<file path="src/hdl/deq_pkg.sv">
// Shared types and constants for the double-ended queue.
package deq_pkg;

   localparam int DEPTH_DEFAULT      = 16;
   localparam int DATA_WIDTH_DEFAULT = 32;

   localparam int CMD_W    = 4;
   localparam int DIN_W    = 32;
   localparam int DOUT_W   = 32;
   localparam int STATUS_W = 2;
   localparam int COUNT_W  = 5;

   localparam int CMDQ_DEPTH = 2;

   typedef enum logic [CMD_W-1:0] {
      CMD_PUSH_BACK   = 4'd0,
      CMD_PUSH_FRONT  = 4'd1,
      CMD_POP_BACK    = 4'd2,
      CMD_POP_FRONT   = 4'd3,
      CMD_READ_BACK   = 4'd4,
      CMD_READ_FRONT  = 4'd5,
      CMD_WRITE_BACK  = 4'd6,
      CMD_WRITE_FRONT = 4'd7,
      CMD_CLEAR       = 4'd8
   } cmd_type;

   typedef enum logic [STATUS_W-1:0] {
      ST_OK    = 2'd0,
      ST_EMPTY = 2'd1,
      ST_FULL  = 2'd2
   } status_type;

   typedef enum logic [2:0] {
      OP_NOP   = 3'd0,
      OP_PUSH  = 3'd1,
      OP_POP   = 3'd2,
      OP_READ  = 3'd3,
      OP_WRITE = 3'd4,
      OP_CLEAR = 3'd5
   } opk_type;

   typedef struct packed {
      opk_type          kind;
      logic             at_front;
      logic [DIN_W-1:0] data;
   } op_type;

endpackage

</file>
<file path="src/hdl/double_ended_queue_top.sv">
// Top level of the bounded double-ended queue.
//
// Command channel: a transaction is taken at a rising edge with start high
// and busy low; req_command selects push, pop, read or write at either end,
// or clear, and req_data_in carries the value for push and write.
// Result channel: rsp_valid is high for one cycle per command, with
// rsp_data_out (value popped or read, else zero), rsp_status (ok, empty,
// full) and rsp_count (entries after the command). Results leave in order.
// An accepted command is held in the command queue and then executed in
// the execute stage, whose storage read is registered; the result strobe
// and the result values come from the execute stage's registers.
// Throughput: one command per cycle; the execute stage retires one command
// each cycle from the two-entry command queue, so busy stays low in use.
// Reset clears head and count (empty queue), the command queue and the
// result strobe; stored values are not cleared. The receiver cannot stall
// and must take each result in the cycle it is shown.
module double_ended_queue_top #(
   parameter int DEPTH      = deq_pkg::DEPTH_DEFAULT,
   parameter int DATA_WIDTH = deq_pkg::DATA_WIDTH_DEFAULT
) (
   input  logic                           clock,
   input  logic                           reset,
   input  logic                           start,
   output logic                           busy,
   input  logic [deq_pkg::CMD_W-1:0]      req_command,
   input  logic [deq_pkg::DIN_W-1:0]      req_data_in,
   output logic                           rsp_valid,
   output logic [deq_pkg::DOUT_W-1:0]     rsp_data_out,
   output logic [deq_pkg::STATUS_W-1:0]   rsp_status,
   output logic [deq_pkg::COUNT_W-1:0]    rsp_count
);

   logic            op_valid;
   deq_pkg::op_type op;

   deq_front u_front (
      .clock    (clock),
      .reset    (reset),
      .start    (start),
      .command  (req_command),
      .data_in  (req_data_in),
      .busy     (busy),
      .op_valid (op_valid),
      .op       (op)
   );

   deq_back #(
      .DEPTH      (DEPTH),
      .DATA_WIDTH (DATA_WIDTH)
   ) u_back (
      .clock        (clock),
      .reset        (reset),
      .op_valid     (op_valid),
      .op           (op),
      .rsp_valid    (rsp_valid),
      .rsp_data_out (rsp_data_out),
      .rsp_status   (rsp_status),
      .rsp_count    (rsp_count)
   );

endmodule

</file>
<file path="src/hdl/deq_front.sv">
// Command intake: accepts transactions, decodes them and buffers them in a short queue.
module deq_front (
   input  logic                          clock,
   input  logic                          reset,
   input  logic                          start,
   input  logic [deq_pkg::CMD_W-1:0]     command,
   input  logic [deq_pkg::DIN_W-1:0]     data_in,
   output logic                          busy,
   output logic                          op_valid,
   output deq_pkg::op_type               op
);

   localparam int QPW = (deq_pkg::CMDQ_DEPTH > 1) ? $clog2(deq_pkg::CMDQ_DEPTH) : 1;
   localparam int QCW = $clog2(deq_pkg::CMDQ_DEPTH + 1);

   deq_pkg::op_type q_ff [deq_pkg::CMDQ_DEPTH];
   logic [QPW-1:0]  wr_ptr_ff, wr_ptr_in;
   logic [QPW-1:0]  rd_ptr_ff, rd_ptr_in;
   logic [QCW-1:0]  qcnt_ff, qcnt_in;

   deq_pkg::op_type dec_op;
   logic            push;
   logic            pop;

   always_comb begin
      dec_op.data     = data_in;
      dec_op.at_front = command[0];
      unique case (command)
         deq_pkg::CMD_PUSH_BACK,  deq_pkg::CMD_PUSH_FRONT:  dec_op.kind = deq_pkg::OP_PUSH;
         deq_pkg::CMD_POP_BACK,   deq_pkg::CMD_POP_FRONT:   dec_op.kind = deq_pkg::OP_POP;
         deq_pkg::CMD_READ_BACK,  deq_pkg::CMD_READ_FRONT:  dec_op.kind = deq_pkg::OP_READ;
         deq_pkg::CMD_WRITE_BACK, deq_pkg::CMD_WRITE_FRONT: dec_op.kind = deq_pkg::OP_WRITE;
         deq_pkg::CMD_CLEAR:                                dec_op.kind = deq_pkg::OP_CLEAR;
         default:                                           dec_op.kind = deq_pkg::OP_NOP;
      endcase
   end

   assign busy     = (qcnt_ff == QCW'(deq_pkg::CMDQ_DEPTH));
   assign push     = start && !busy;
   assign op_valid = (qcnt_ff != '0);
   assign pop      = op_valid;
   assign op       = q_ff[rd_ptr_ff];

   always_comb begin
      wr_ptr_in = wr_ptr_ff;
      rd_ptr_in = rd_ptr_ff;
      qcnt_in   = qcnt_ff;
      if (push) begin
         wr_ptr_in = (wr_ptr_ff == QPW'(deq_pkg::CMDQ_DEPTH - 1)) ? '0 : wr_ptr_ff + QPW'(1);
      end
      if (pop) begin
         rd_ptr_in = (rd_ptr_ff == QPW'(deq_pkg::CMDQ_DEPTH - 1)) ? '0 : rd_ptr_ff + QPW'(1);
      end
      if (push && !pop) begin
         qcnt_in = qcnt_ff + QCW'(1);
      end else if (pop && !push) begin
         qcnt_in = qcnt_ff - QCW'(1);
      end
   end

   always_ff @(posedge clock) begin
      if (reset) begin
         wr_ptr_ff <= '0;
         rd_ptr_ff <= '0;
         qcnt_ff   <= '0;
      end else begin
         wr_ptr_ff <= wr_ptr_in;
         rd_ptr_ff <= rd_ptr_in;
         qcnt_ff   <= qcnt_in;
      end
   end

   always_ff @(posedge clock) begin
      if (push) begin
         q_ff[wr_ptr_ff] <= dec_op;
      end
   end

endmodule

</file>
<file path="src/hdl/deq_back.sv">
// Execution side: ring buffer storage, head and count update, result register.
module deq_back #(
   parameter int DEPTH      = deq_pkg::DEPTH_DEFAULT,
   parameter int DATA_WIDTH = deq_pkg::DATA_WIDTH_DEFAULT
) (
   input  logic                           clock,
   input  logic                           reset,
   input  logic                           op_valid,
   input  deq_pkg::op_type                op,
   output logic                           rsp_valid,
   output logic [deq_pkg::DOUT_W-1:0]     rsp_data_out,
   output logic [deq_pkg::STATUS_W-1:0]   rsp_status,
   output logic [deq_pkg::COUNT_W-1:0]    rsp_count
);

   localparam int HW = $clog2(DEPTH);
   localparam int CW = $clog2(DEPTH + 1);
   localparam int SW = CW + 1;

   logic [DATA_WIDTH-1:0] mem [DEPTH];

   logic [HW-1:0] head_ff, head_in;
   logic [CW-1:0] cnt_ff, cnt_in;
   logic          rsp_valid_ff;
   logic          rd_flag_ff;
   logic [DATA_WIDTH-1:0] rd_data_ff;
   deq_pkg::status_type   status_ff, status_in;

   logic [SW-1:0] tail_sum, back_sum;
   logic [HW-1:0] tail_slot, back_slot, head_dec, head_inc, end_slot;
   logic          empty, full;
   logic          wr_en, rd_en;
   logic [HW-1:0] wr_slot, rd_slot;

   logic [DATA_WIDTH+deq_pkg::DIN_W-1:0]  din_wide;
   logic [DATA_WIDTH-1:0]                 wr_data;
   logic [deq_pkg::DOUT_W+DATA_WIDTH-1:0] dout_wide;
   logic [deq_pkg::COUNT_W+CW-1:0]        cnt_wide;

   assign din_wide = {{DATA_WIDTH{1'b0}}, op.data};
   assign wr_data  = din_wide[DATA_WIDTH-1:0];

   assign empty = (cnt_ff == '0);
   assign full  = (cnt_ff == CW'(DEPTH));

   assign tail_sum  = SW'(head_ff) + SW'(cnt_ff);
   assign back_sum  = tail_sum - SW'(1);
   assign tail_slot = (tail_sum >= SW'(DEPTH)) ? HW'(tail_sum - SW'(DEPTH)) : HW'(tail_sum);
   assign back_slot = (back_sum >= SW'(DEPTH)) ? HW'(back_sum - SW'(DEPTH)) : HW'(back_sum);
   assign head_dec  = (head_ff == '0) ? HW'(DEPTH - 1) : head_ff - HW'(1);
   assign head_inc  = (head_ff == HW'(DEPTH - 1)) ? '0 : head_ff + HW'(1);
   assign end_slot  = op.at_front ? head_ff : back_slot;

   always_comb begin
      head_in   = head_ff;
      cnt_in    = cnt_ff;
      wr_en     = 1'b0;
      wr_slot   = tail_slot;
      rd_en     = 1'b0;
      rd_slot   = end_slot;
      status_in = deq_pkg::ST_OK;
      if (op_valid) begin
         unique case (op.kind)
            deq_pkg::OP_PUSH: begin
               if (full) begin
                  status_in = deq_pkg::ST_FULL;
               end else begin
                  wr_en  = 1'b1;
                  cnt_in = cnt_ff + CW'(1);
                  if (op.at_front) begin
                     wr_slot = head_dec;
                     head_in = head_dec;
                  end
               end
            end
            deq_pkg::OP_POP, deq_pkg::OP_READ, deq_pkg::OP_WRITE: begin
               if (empty) begin
                  status_in = deq_pkg::ST_EMPTY;
               end else if (op.kind == deq_pkg::OP_WRITE) begin
                  wr_en   = 1'b1;
                  wr_slot = end_slot;
               end else begin
                  rd_en = 1'b1;
                  if (op.kind == deq_pkg::OP_POP) begin
                     cnt_in = cnt_ff - CW'(1);
                     if (op.at_front) begin
                        head_in = head_inc;
                     end
                  end
               end
            end
            deq_pkg::OP_CLEAR: begin
               head_in = '0;
               cnt_in  = '0;
            end
            deq_pkg::OP_NOP: begin
            end
            default: begin
            end
         endcase
      end
   end

   always_ff @(posedge clock) begin
      if (reset) begin
         head_ff      <= '0;
         cnt_ff       <= '0;
         rsp_valid_ff <= 1'b0;
      end else begin
         head_ff      <= head_in;
         cnt_ff       <= cnt_in;
         rsp_valid_ff <= op_valid;
      end
   end

   always_ff @(posedge clock) begin
      status_ff  <= status_in;
      rd_flag_ff <= rd_en;
   end

   always_ff @(posedge clock) begin
      if (wr_en) begin
         mem[wr_slot] <= wr_data;
      end
   end

   always_ff @(posedge clock) begin
      if (rd_en) begin
         rd_data_ff <= mem[rd_slot];
      end
   end

   assign dout_wide = {{deq_pkg::DOUT_W{1'b0}}, rd_data_ff};
   assign cnt_wide  = {{deq_pkg::COUNT_W{1'b0}}, cnt_ff};

   assign rsp_valid    = rsp_valid_ff;
   assign rsp_data_out = rd_flag_ff ? dout_wide[deq_pkg::DOUT_W-1:0] : '0;
   assign rsp_status   = status_ff;
   assign rsp_count    = cnt_wide[deq_pkg::COUNT_W-1:0];

endmodule
</file>
<file path="config.mk">
export PLATFORM = sky130hd
export DESIGN_NAME = double_ended_queue_top
export DESIGN_NICKNAME = d
export VERILOG_FILES = /design/src/hdl/deq_pkg.sv /design/src/hdl/double_ended_queue_top.sv /design/src/hdl/deq_front.sv /design/src/hdl/deq_back.sv
export SDC_FILE = /design/constraint.sdc
export NUM_CORES = 1
export LEC_CHECK = 0
export BUFFER_PORTS_ARGS = -buffer_cell sky130_fd_sc_hd__buf_4
export CAP_MARGIN = 20
export CORE_MARGIN = 5
export CORE_UTILIZATION = 45
export DETAILED_ROUTE_END_ITERATION = 8
export SYNTH_ARGS = -nofsm -noshare
export SYNTH_HDL_FRONTEND = slang
export SYNTH_SLANG_ARGS = --single-unit
export TNS_END_PERCENT = 30
</file>
<file path="constraint.sdc">
create_clock -name clock -period 9.3 [get_ports clock]
set_input_delay 0.465 -clock clock [delete_from_list [all_inputs] [get_ports clock]]
set_output_delay 0.465 -clock clock [all_outputs]
set_load 0.01 [all_outputs]
</file>
# == Yosys cells after proc, flatten, opt, wreduce, memory -nomap -nowiden ==
# Memories as Yosys holds them, arrays and structs flattened. A register that Yosys moved wholly into a read port is not among the register bits.
# Index checks and enable logic that the tools add are counted.
# word_totals
reg_bits,17
mem_bits_rw,584
rom_bits,48
in_bits,39
out_inout_bits,41
wordCells,99
n_memories,3
# mem_list
memory,words,width,rd,rd_ports_with_merged_regs,wr,line_no,text
u_back.mem,16,32,1,1,1,deq_back.sv:20,logic [DATA_WIDTH-1:0] mem [DEPTH];
u_front.q_ff,2,36,1,1,1,deq_front.sv:16,deq_pkg::op_type q_ff [deq_pkg::CMDQ_DEPTH];
(no name shown),16,3,1,0,0,deq_front.sv:28,unique case (command)
# op_classes
add_sub_neg,12
order_cmp,2
n_eq_ne,14
mux,46
reduce_logical,14
# op_table
operator,count
$mux 4,16
$mux 32,1
$mux 5,4
$mux 1,17
$pmux 5 s3,1
$ge 6x5->1 const B,2
$pmux 4 s3,1
$sub 4x1->4 const B,3
$pmux 4 s2,1
$reduce_and 8->1,1
$add 4x5->6,1
$eq 3x2->1 const B,2
$eq 3x3->1 const B,2
$mux 2,3
$ne 2x1->1 const B,3
$ne 2x2->1 const B,3
$reduce_and 6->1,1
$sub 6x1->6 const B,1
$add 5x1->5 const B,1
$eq 5x5->1 const B,1
$logic_not 5->1,1
$sub 5x1->5 const B,1
$add 4x1->4 const B,1
$eq 4x4->1 const B,1
13 further kinds,19

# == Longest topological paths before layout ==
# logic_depth
depth_word,9
depth_mapped,12

# == Modules after synthesis ==
# A second synthesis with hierarchy kept.
# unflattened
cells_unflattened,1290
hier_area_um2,25279.2
# by_module_without_submodules
mod,n_inst,cells_per_inst,area_per_inst_um2,seq_area_each_um2
deq_back,1,1147,22422.8,16595.9
deq_front,1,143,2856.5,2262.2

# == Least setup slack after synthesis ==
# No wires, ideal clock.
# synth_path
kind,flip-flop to flip-flop
startpoint,"reg u_back.cnt_ff[0], in the netlist u_back.rsp_count[0]"
endpoint,"mem u_back.mem[0][0] (netlist bit), enable pin"
setup_time_ps,461
t_arrival_ps,4887
path_slack_ps,3952
path_stages_with_launch,11
path_buffers,0
period_less_slack_ps,5348
path_cell_list,dfxtp_1 ha_1 fa_1 inv_1 ha_1 xor3_1 mux2i_1 o32ai_1 a22oi_1 nand4_1 nor3_1
# synth_between
elab_chain_len,9
elab_cells_between_ends,23
# synth_lines
item,line_no,text
"start, declared",deq_back.sv:23,"logic [CW-1:0] cnt_ff, cnt_in;"
"start signal, assigned",deq_back.sv:111,cnt_ff <= cnt_in;
$add 4x5->6,deq_back.sv:46,assign tail_sum = SW'(head_ff) + SW'(cnt_ff);
$sub 6x1->6,deq_back.sv:47,assign back_sum = tail_sum - SW'(1);
$ge 6x5->1 or $sub 4x1->4 (tied branches),deq_back.sv:49,assign back_slot = (back_sum >= SW'(DEPTH)) ? HW'(back_sum - SW'(DEPTH)) : HW'(back_sum);
$mux 4,deq_back.sv:49,
$mux 4,deq_back.sv:52,assign end_slot = op.at_front ? head_ff : back_slot;
$mux 4,deq_back.sv:79,end else if (op.kind == deq_pkg::OP_WRITE) begin
$mux 4,deq_back.sv:77,if (empty) begin
$pmux 4 s2,deq_back.sv:63,unique case (op.kind)
$mux 4,deq_back.sv:62,if (op_valid) begin
"end, declared",deq_back.sv:20,
# Parallel ways exist; a longest one is shown, timed or not.

==> summary.md <==
| Metric | Value |
|---|---|
| Via-to-Cell Ratio | about 5.6 |
| Crit path buf inv count | 3 |
| Sink Count | about 630 |
| Critical path cell sequence | buf_4 > mux2_2 > o21ai_4 > buf_4 > buf_4 > a211oi_1 > a31oi_1 > mux4_2 |
| Worst rel slew slack | 28.0% |
| Fin Clk Skew | approximately 0.022 ns |
| Total number of vias | between 10000 and 15000 |
| Mapped Cells | 1683 |
| Clock-pin slew on the worst setup and hold paths | ~0.060 ns |
| Net Sw Power | around 3.5 mW |
| Die Height | 249 um |
| Most frequent CP cell | buf_4 |
| DP Area | around 0.027 mm^2 |
| Final slew viol count | 0 |
| Share of cells above drive strength 1 | approximately 17% |
| Power per cell area | roughly 340 mW/mm^2 |
| Boundary Pins | 80 |
| GR Util All Layers | approximately 18% |
| Synth Warn # | 0 |
| RSZ-0062 raised after global routing | false |
| PortBufs | 79 |
| GPL Wtd Cong | 0.813 |
| Critical path class | flip-flop to flip-flop |
| Setup Buffers After CTS | 0 |
| Die width | 249 um |
| Crit path max fanout | 90 |
| Max stage delay on crit path | just over 0.8 ns |
| Hpwl dp | roughly 31 mm |
| Drt first pass iters | 5 |
| TritonCTS buffer count | 68 |
| Crit path launch type | flip-flop |
| Cts hold-fix bufs | 0 |
| MaxCap Viol Count | 0 |
| Core Region | about 0.056 mm^2 |
| DRT antenna net count | 0 |
| Largest net degree at the start of global routing | 220 |
| Sequential fraction of the synthesis area | roughly three quarters |
| Area Overhead vs Synth | 14.0% |
| Post-cts resize count | 0 |
| Worst endpoint required time | 9.74 ns |
| Fmax | 208 MHz |
| CTS root buf | clkbuf_16 |
| Dpl ws | 4.32 ns |
| Post-Syn Area | between 0.02 and 0.03 mm^2 |
| Vias in the first global route | 14200 |
| Worst VDD drop | 483 uV |
| Yosys reg bits | about 630 |
| Worst-Skew Late Latency | a little under 0.6 ns |
| Filler instances | 4750 |
| Combinational share of power | a little under two fifths |
| Static Leak | roughly 9.5 nW |
| Total power | about 10 mW |
| Final hold vios | 0 |
| TritonCTS clock tree | yes |
| Synth Flop Type | edfxtp_1 |
| Status | finished clean |
| Pint | ~6.5 mW |
| Die Footprint | slightly above 0.06 mm^2 |
| Final period util | 51.7% |
| Critical Path End Type | flip-flop |
| Final Instance Count excl. Fillers | roughly 2600 |
| Residual DRC | 0 |
| Max H-tree Level | 3 |
| Post-Route WL | 57.3 mm |
| Global-route wire length before repair | roughly 88 mm |
| Fin util | approximately half |
| CP top delay family | buffers and inverters |
| Clk pwr share | around a quarter |
| Fin Setup TNS | 0 ns |
| NumNets Final | between 1500 and 2000 |
| Worst Hold Class | input port to flip-flop |
| Arrival @ worst endpoint | roughly 5.3 ns |
| Post-synth EDFFs | approximately 620 |
| Grt total ovfl | 0 |
| Row cnt | 87 |
| Largest cells by area after synthesis | edfxtp_1 72%, a211oi_1 4.0%, nand2_1 3.9% |
| Initial antenna violation count | 0 |
| Initial DRC count | about 1200 |
| Switching share of total power | a little over a third |
| Starting Density | between 40% and 50% |
| Tmin final | between 4 and 5 ns |
| Sequential group share of total power | 37.0% |
| Post-synth top area cell | edfxtp_1 |
| Setup violations, final | 0 |
| Cell area after layout | slightly below 0.03 mm^2 |
| Final WS setup | ~4.5 ns |
| Syn nets | around 1700 |
| Final hold slack | 0.0598 ns |
| Max clock buf depth | 3 |
| Async SR Flop Fraction | 0% |
| Placed insts | 2448 |
| Slowest CP cell | buf_4 |
| Distinct cells, synth | 63 |
| Top cell type's share of synthesized area | between 70% and 80% |
| Wire per inst | approximately 22 um |
| Inserted Diodes | 0 |
| Syn Area/Cell | around 15 um^2 |
| Worst-Margin Slew | about 1.1 ns |
==> cell families (layout without fill, tap and decap cells) <==
| kind of cell | Yosys count | count (layout) | synth area share [%] |
|---|---|---|---|
| buffers and inverters | 117 | 239 | 2.13 |
| adders and majority gates | 14 | 14 | 0.743 |
| and+or+nand+nor | 501 | 501 | 9.35 |
| xor gates and xnor gates | 11 | 11 | 0.489 |
| muxes | 79 | 79 | 4.91 |
| DFF | 634 | 634 | 73.6 |
| AOI/OAI and AO/OA | 327 | 327 | 8.75 |
==> registers in the layout, indices dropped and copies added (netlist names), 2 cells and up, named ones only <==
name / count
u_back.rsp_status: 2
u_front.qcnt_ff: 2
u_back.rd_data_ff: 32
u_back.rsp_count: 5
u_back.head_ff: 4
u_front.q_ff: 72
u_back.mem: 512
==> final cells by class <==
| type | count | area (um^2) | share of cell area [%] |
|---|---|---|---|
| clock buffers | 85 | 1800 | 6.15 |
| inverters | 13 | 48.8 | 0.167 |
| multi-input cells | 932 | 6410 | 21.9 |
| clock inverters | 28 | 269 | 0.921 |
| repair buffers | 113 | 873 | 2.99 |
| well taps | 756 | 946 | 3.24 |
| flip-flops and latches | 634 | 18900 | 64.6 |
==> Yosys cell counts (3+ instances only) <==
cell	count
edfxtp_1	616
nand4_1	5
a31oi_1	128
ha_1	12
or2_2	3
buf_2	15
o21ai_1	3
xor2_1	5
dfxtp_1	18
o21ai_0	10
a21oi_1	21
nand3_1	6
nand2_1	263
buf_1	7
nand2b_1	3
a22o_1	3
o32ai_1	4
buf_6	11
xnor2_1	4
and2_0	86
and3_1	3
mux4_2	32
inv_1	11
clkbuf_1	70
nor3b_1	3
mux2i_1	7
mux2_2	38
nor2b_1	5
and2_1	74
nor2_1	29
a211oi_1	135
nor3_1	14
==> per-layer routing <==
metal / up-vias / global-route usage [%] / part of all wire [%]
met5: - / 0 / 0
met4: 0 / 5.63 / 2.4
met2: 379 / 29.3 / 48
met1: 7272 / 25.9 / 44
li1: 6614 / - / -
met3: 84 / 2.90 / 5.2
==> worst paths after layout <==
check	slack (ns)	from	depth (start not counted)	end
min reg2reg	0.50	u_front.qcnt_ff[1]	2	u_front.qcnt_ff[1]
min	0.06	req_data_in[30]	1	u_front.q_ff[1][30]
max reg2reg	4.50	flip-flop	8	u_back.rd_data_ff[18]
max	4.50	flip-flop	8	u_back.rd_data_ff[18]
==> power groups by stage <==
stage,combinational [mW],clock (mW),sequential (mW)
floorplan,2.77,0,3.71
global placement,3.69,0,3.74
detailed placement,3.76,0,3.74
CTS,3.78,2.60,3.68
global route,4.11,2.72,3.69
finish,3.73,2.55,3.68
==> placed cells by master, fill, tap and decap left out, types with 9 or more instances in the layout <==
cell | netlist | layout
edfxtp_1 | 616 | 616
nand2_1 | 263 | 263
a211oi_1 | 135 | 135
a31oi_1 | 128 | 128
buf_4 | 1 | 111
and2_0 | 86 | 86
and2_1 | 74 | 74
clkbuf_16 | 0 | 69
mux2_2 | 38 | 38
mux4_2 | 32 | 32
nor2_1 | 29 | 27
dfxtp_1 | 18 | 17
clkbuf_1 | 70 | 15
clkinv_1 | 2 | 13
a21oi_1 | 21 | 13
ha_1 | 12 | 12
inv_1 | 11 | 11
o21ai_0 | 10 | 10
nor3_2 | 0 | 9
Power figures use the tool's default switching activity.
